### src/rtl/core/fcc_pkg.sv
// shared constants and types of the frame cross-correlator
package fcc_pkg;

  localparam int DEF_MAX_FRAME   = 64;
  localparam int DEF_SAMPLE_BITS = 16;
  localparam int MIN_FRAME       = 2;
  localparam int FIELD_BITS      = 16;
  localparam int LEN_BITS        = 7;
  localparam int LAG_BITS        = 6;
  localparam int OUT_BITS        = 39;
  localparam logic [LEN_BITS-1:0] LEN_RESET = LEN_BITS'(64);

  typedef struct packed {
    logic clear;
    logic shift;
  } cell_ctrl_t;

endpackage

### src/rtl/core/fcc_cell.sv
// one lag cell: delayed reference tap, conjugate product and lag accumulator
module fcc_cell #(
  parameter int SAMPLE_BITS = fcc_pkg::DEF_SAMPLE_BITS
) (
  input  logic                               clk,
  input  logic                               rst,
  input  fcc_pkg::cell_ctrl_t                ctrl,
  input  logic                               step,
  input  logic                               ref_in_valid,
  input  logic signed [SAMPLE_BITS-1:0]      ref_in_re,
  input  logic signed [SAMPLE_BITS-1:0]      ref_in_im,
  input  logic signed [SAMPLE_BITS-1:0]      surv_re,
  input  logic signed [SAMPLE_BITS-1:0]      surv_im,
  output logic                               ref_out_valid,
  output logic signed [SAMPLE_BITS-1:0]      ref_out_re,
  output logic signed [SAMPLE_BITS-1:0]      ref_out_im,
  input  logic signed [fcc_pkg::OUT_BITS-1:0] acc_in_re,
  input  logic signed [fcc_pkg::OUT_BITS-1:0] acc_in_im,
  output logic signed [fcc_pkg::OUT_BITS-1:0] acc_re,
  output logic signed [fcc_pkg::OUT_BITS-1:0] acc_im
);
  import fcc_pkg::*;

  localparam int PROD_BITS = 2 * SAMPLE_BITS + 1;

  logic                        prod_valid;
  logic signed [PROD_BITS-1:0] prod_re;
  logic signed [PROD_BITS-1:0] prod_im;
  logic signed [PROD_BITS-1:0] prod_re_next;
  logic signed [PROD_BITS-1:0] prod_im_next;

  // surv times conj(ref)
  always_comb begin
    prod_re_next = PROD_BITS'(surv_re) * PROD_BITS'(ref_in_re)
                 + PROD_BITS'(surv_im) * PROD_BITS'(ref_in_im);
    prod_im_next = PROD_BITS'(surv_im) * PROD_BITS'(ref_in_re)
                 - PROD_BITS'(surv_re) * PROD_BITS'(ref_in_im);
  end

  always_ff @(posedge clk) begin
    if (rst) begin
      ref_out_valid <= 1'b0;
      prod_valid    <= 1'b0;
    end else begin
      ref_out_valid <= ref_in_valid;
      prod_valid    <= ref_in_valid && step;
    end
  end

  always_ff @(posedge clk) begin
    ref_out_re <= ref_in_re;
    ref_out_im <= ref_in_im;
    prod_re    <= prod_re_next;
    prod_im    <= prod_im_next;
  end

  always_ff @(posedge clk) begin
    if (ctrl.clear) begin
      acc_re <= '0;
      acc_im <= '0;
    end else if (ctrl.shift) begin
      acc_re <= acc_in_re;
      acc_im <= acc_in_im;
    end else if (prod_valid) begin
      acc_re <= acc_re + OUT_BITS'(prod_re);
      acc_im <= acc_im + OUT_BITS'(prod_im);
    end
  end

endmodule

### config.mk
export PLATFORM = sky130hd
export DESIGN_NAME = fcc_cell
export DESIGN_NICKNAME = d
export VERILOG_FILES = /design/src/rtl/core/fcc_pkg.sv /design/src/rtl/core/fcc_cell.sv
export SDC_FILE = /design/constraint.sdc
export NUM_CORES = 2
export LEC_CHECK = 0
export BUFFER_PORTS_ARGS = -buffer_cell sky130_fd_sc_hd__clkbuf_2
export CORE_ASPECT_RATIO = 1.2
export CORE_MARGIN = 3
export CORE_UTILIZATION = 59
export DETAILED_ROUTE_END_ITERATION = 16
export PLACE_DENSITY = 0.74
export RECOVER_POWER = 50
export SLEW_MARGIN = 20
export SYNTH_ARGS = -nofsm -noshare
export SYNTH_HDL_FRONTEND = slang
export SYNTH_SLANG_ARGS = --single-unit
### constraint.sdc
create_clock -name clk -period 10.1 [get_ports clk]
set_input_delay 1.01 -clock clk [delete_from_list [all_inputs] [get_ports clk]]
set_output_delay 1.01 -clock clk [all_outputs]
set_load 0.01 [all_outputs]
==> flow_metrics.py <==
metrics = {
    "timing": {
        "hold_violations": 0,
        "max_freq_mhz": 109,
        "max_slew_margin_pct": -91.2,
        "setup_tns_ps": 0,
        "fin_worst_skew_ps": 33.5,
        "drv_slew": 599,
        "setup_viol": 0,
        "fin_crit_ps": 9200,
        "worst_slew_pin_slew_ps": 2870,
        "rsz0062_at_grt": "false",
        "post-route-period-util_pct": 91.1,
    },
    "cts": {
        "post-cts-setup-buffer-count": 0,
        "clockBufferDepth": 2,
        "cts_root_buffer": "clkbuf_16",
        "h-tree-depth": 4,
        "cts_hold_buf": 0,
        "clk_pin_slew_ps": 80,
        "cts.sinks": 178,
        "cts_tree": "done",
        "insertion_delay_ps": 530,
        "numCtsBuffers": 17,
        "cts_resized": 0,
    },
    "place": {
        "dp_hpwl_um": 104000,
        "placed_cell_area_sq_um": 51800,
        "io_buffer_count": 258,
        "gp_congestion": 0.910,
    },
    "routing": {
        "drtAntennaViolNets": 0,
        "dr_total_vias": 36670,
        "wl_um": 130000,
        "routedWlPerCell_um": 19.6,
        "drc": 0,
        "drt-initial-drc-count": 2034,
        "drt_pass1_iterations": 6,
        "vias_per_cell": 5.55,
    },
    "floorplan": {
        "die-area_sq_um": 87800,
        "start_util_pct": 59.6,
        "die_w_um": 271,
        "ios": 259,
        "die_y_um": 324,
        "rows": 116,
        "core_area_sq_um": 83500,
    },
    "synth": {
        "ys_top_cells_by_area": "fa_1 (47%), inv_1 (9.8%), ha_1 (9.7%)",
        "netlist_area_sq_um": 49700,
        "ys_types": 87,
        "avgSynthCellArea_sq_um": 9.22,
        "synth-async-reset-ratio_pct": 0,
        "ys_seq_area_share_pct": 7.16,
        "ys_warn_count": 0,
        "synth_commonest_cells": "inv_1 (1292), fa_1 (1175), nand2_1 (571), and2_1 (485), ha_1 (386)",
        "yosysMostFrequentCell": "inv_1",
        "yosysTopAreaCell": "fa_1",
        "yosys_register_bits": 178,
        "synth-main-ff-cell": "dfxtp_1",
        "synth-edff-count": 0,
        "synth_fp_nets": 7104,
        "synth_cells": 5395,
        "synth_top_area_share_pct": 47.3,
    },
    "worst_setup_path": {
        "required_ps": 10500,
        "cp-start-kind": "primary input",
        "crit_path_end_kind": "flip-flop",
        "crit_arrival_ps": 9600,
        "critPathKind": "primary input to flip-flop",
        "crit_fanout": 33,
        "reg2reg_depth": 12,
    },
    "layout": {
        "nets": 7182,
        "syn2layout_area_growth_pct": 5.09,
        "drive_gt1_share_pct": 4.27,
        "post-route-util_pct": 62.6,
        "fin_area_sq_um": 52300,
    },
    "outcome": {
        "violations": "capacitance limit, slew limit",
        "outcome": "finished with violations",
    },
    "global_route": {
        "grt_pass1_wl_um": 212000,
        "grt_max_degree": 77,
        "antenna_found_initial": 7,
        "grt_pass1_vias": 40176,
        "grt_usage_pct": 31.2,
        "overflow": 0,
    },
    "min_path": {
        "min_path_type": "flip-flop to flip-flop",
        "hold_depth": 2,
    },
    "flow_run": {
        "drv_cap": 17,
    },
}
## path summary, 6_finish.rpt
kind            startpoint          end  slack (ps)
max          ref_in_re[10]  prod_re[31]         900
max reg2reg      acc_re[0]   acc_re[38]        6730
min reg2reg     acc_re[24]   acc_re[24]         580
min             acc_re[24]   acc_re[24]         580
## flip-flops by register name, summed over array words and instances, names as in the netlist
signal	flops
prod_valid	1
ref_out_im	16
ref_out_valid	1
acc_re	39
ref_out_re	16
prod_re	33
acc_im	39
prod_im	33
## worst max-delay path, cell delays in order
cell and delay, ps:
clkbuf_1 1400, and2_1 300, fa_1 450, fa_1 550, inv_1 80, fa_1 530, inv_1 50, fa_1 480
fa_1 570, fa_1 430, fa_1 490, inv_1 50, fa_1 470, inv_1 40, ha_1 400, o21a_1 150
o21ai_0 120, a2111oi_0 500, nand3_1 260, a21oi_1 320, o21ai_0 220, a31oi_1 290, nor4_1 80, a311o_1 320
## area by class of cell
cell class	instances	area, sq um
Tap cell	1121	1400
Fill cell	7142	31200
Sequential cell	178	3570
Clock buffer	18	439
Multi-Input combinational cell	3681	40400
Antenna cell	2	5.00
Inverter	1295	4860
Timing Repair Buffer	300	1440
Clock inverter	14	160
## through the flow
stage | hold slack, ps | instances | setup slack (ps)
after floorplan | 575 | 5395 | 2290
after detailed placement | 562 | 6575 | 1230
after global routing | 590 | 6607 | 620
after CTS | 576 | 6607 | 1770
final | 577 | 6609 | 899
after global placement | 553 | 6575 | 1430
## logic make-up after synthesis
family	after synthesis	share of synthesized area, %
multiplexers	27	0.558
buffers and inverters	1536	11.6
XOR/XNOR	141	2.48
AND/OR/NAND/NOR	1438	14.3
adder cells (fa/ha/maj)	1561	57.0
flip-flops	178	7.16
AO/OA/AOI/OAI	514	6.90
## metal layers
layer / track usage [%] / vias up / wire (um)
met5: 0 / - / 69
met4: 12.6 / 10 / 5920
met3: 4.51 / 314 / 8460
met2: 55.5 / 1352 / 66100
met1: 38.3 / 18764 / 49000
li1: - / 16230 / -
## layout by cell type (no fill, tap or decap), types with 6 or more instances in the layout
cell type and n:
inv_1 1292, fa_1 1175, nand2_1 571, and2_1 483, ha_1 386, nor2_1 182
dfxtp_1 177, a21oi_1 169, clkbuf_2 132, clkbuf_1 129, xnor2_1 96, o21ai_0 69
a211oi_1 52, a21o_1 51, xor2_1 45, buf_4 39, nand2b_1 37, nor3_1 36
nand3_1 27, and3_1 25, mux2i_1 24, o21a_1 23, o21ai_1 18, a31oi_1 17
clkbuf_16 17, nor2b_1 16, or3_1 16, o211ai_1 11, o21bai_1 11, a221oi_1 8
a211o_1 8, nand4_1 7, nor4_1 6, nor3b_1 6, and4_1 6, nand3b_1 6
a311oi_1 6
Power is left out: the tool's default activity adds up to more than one toggle a clock period on the data nets, which glitch-free logic cannot reach.
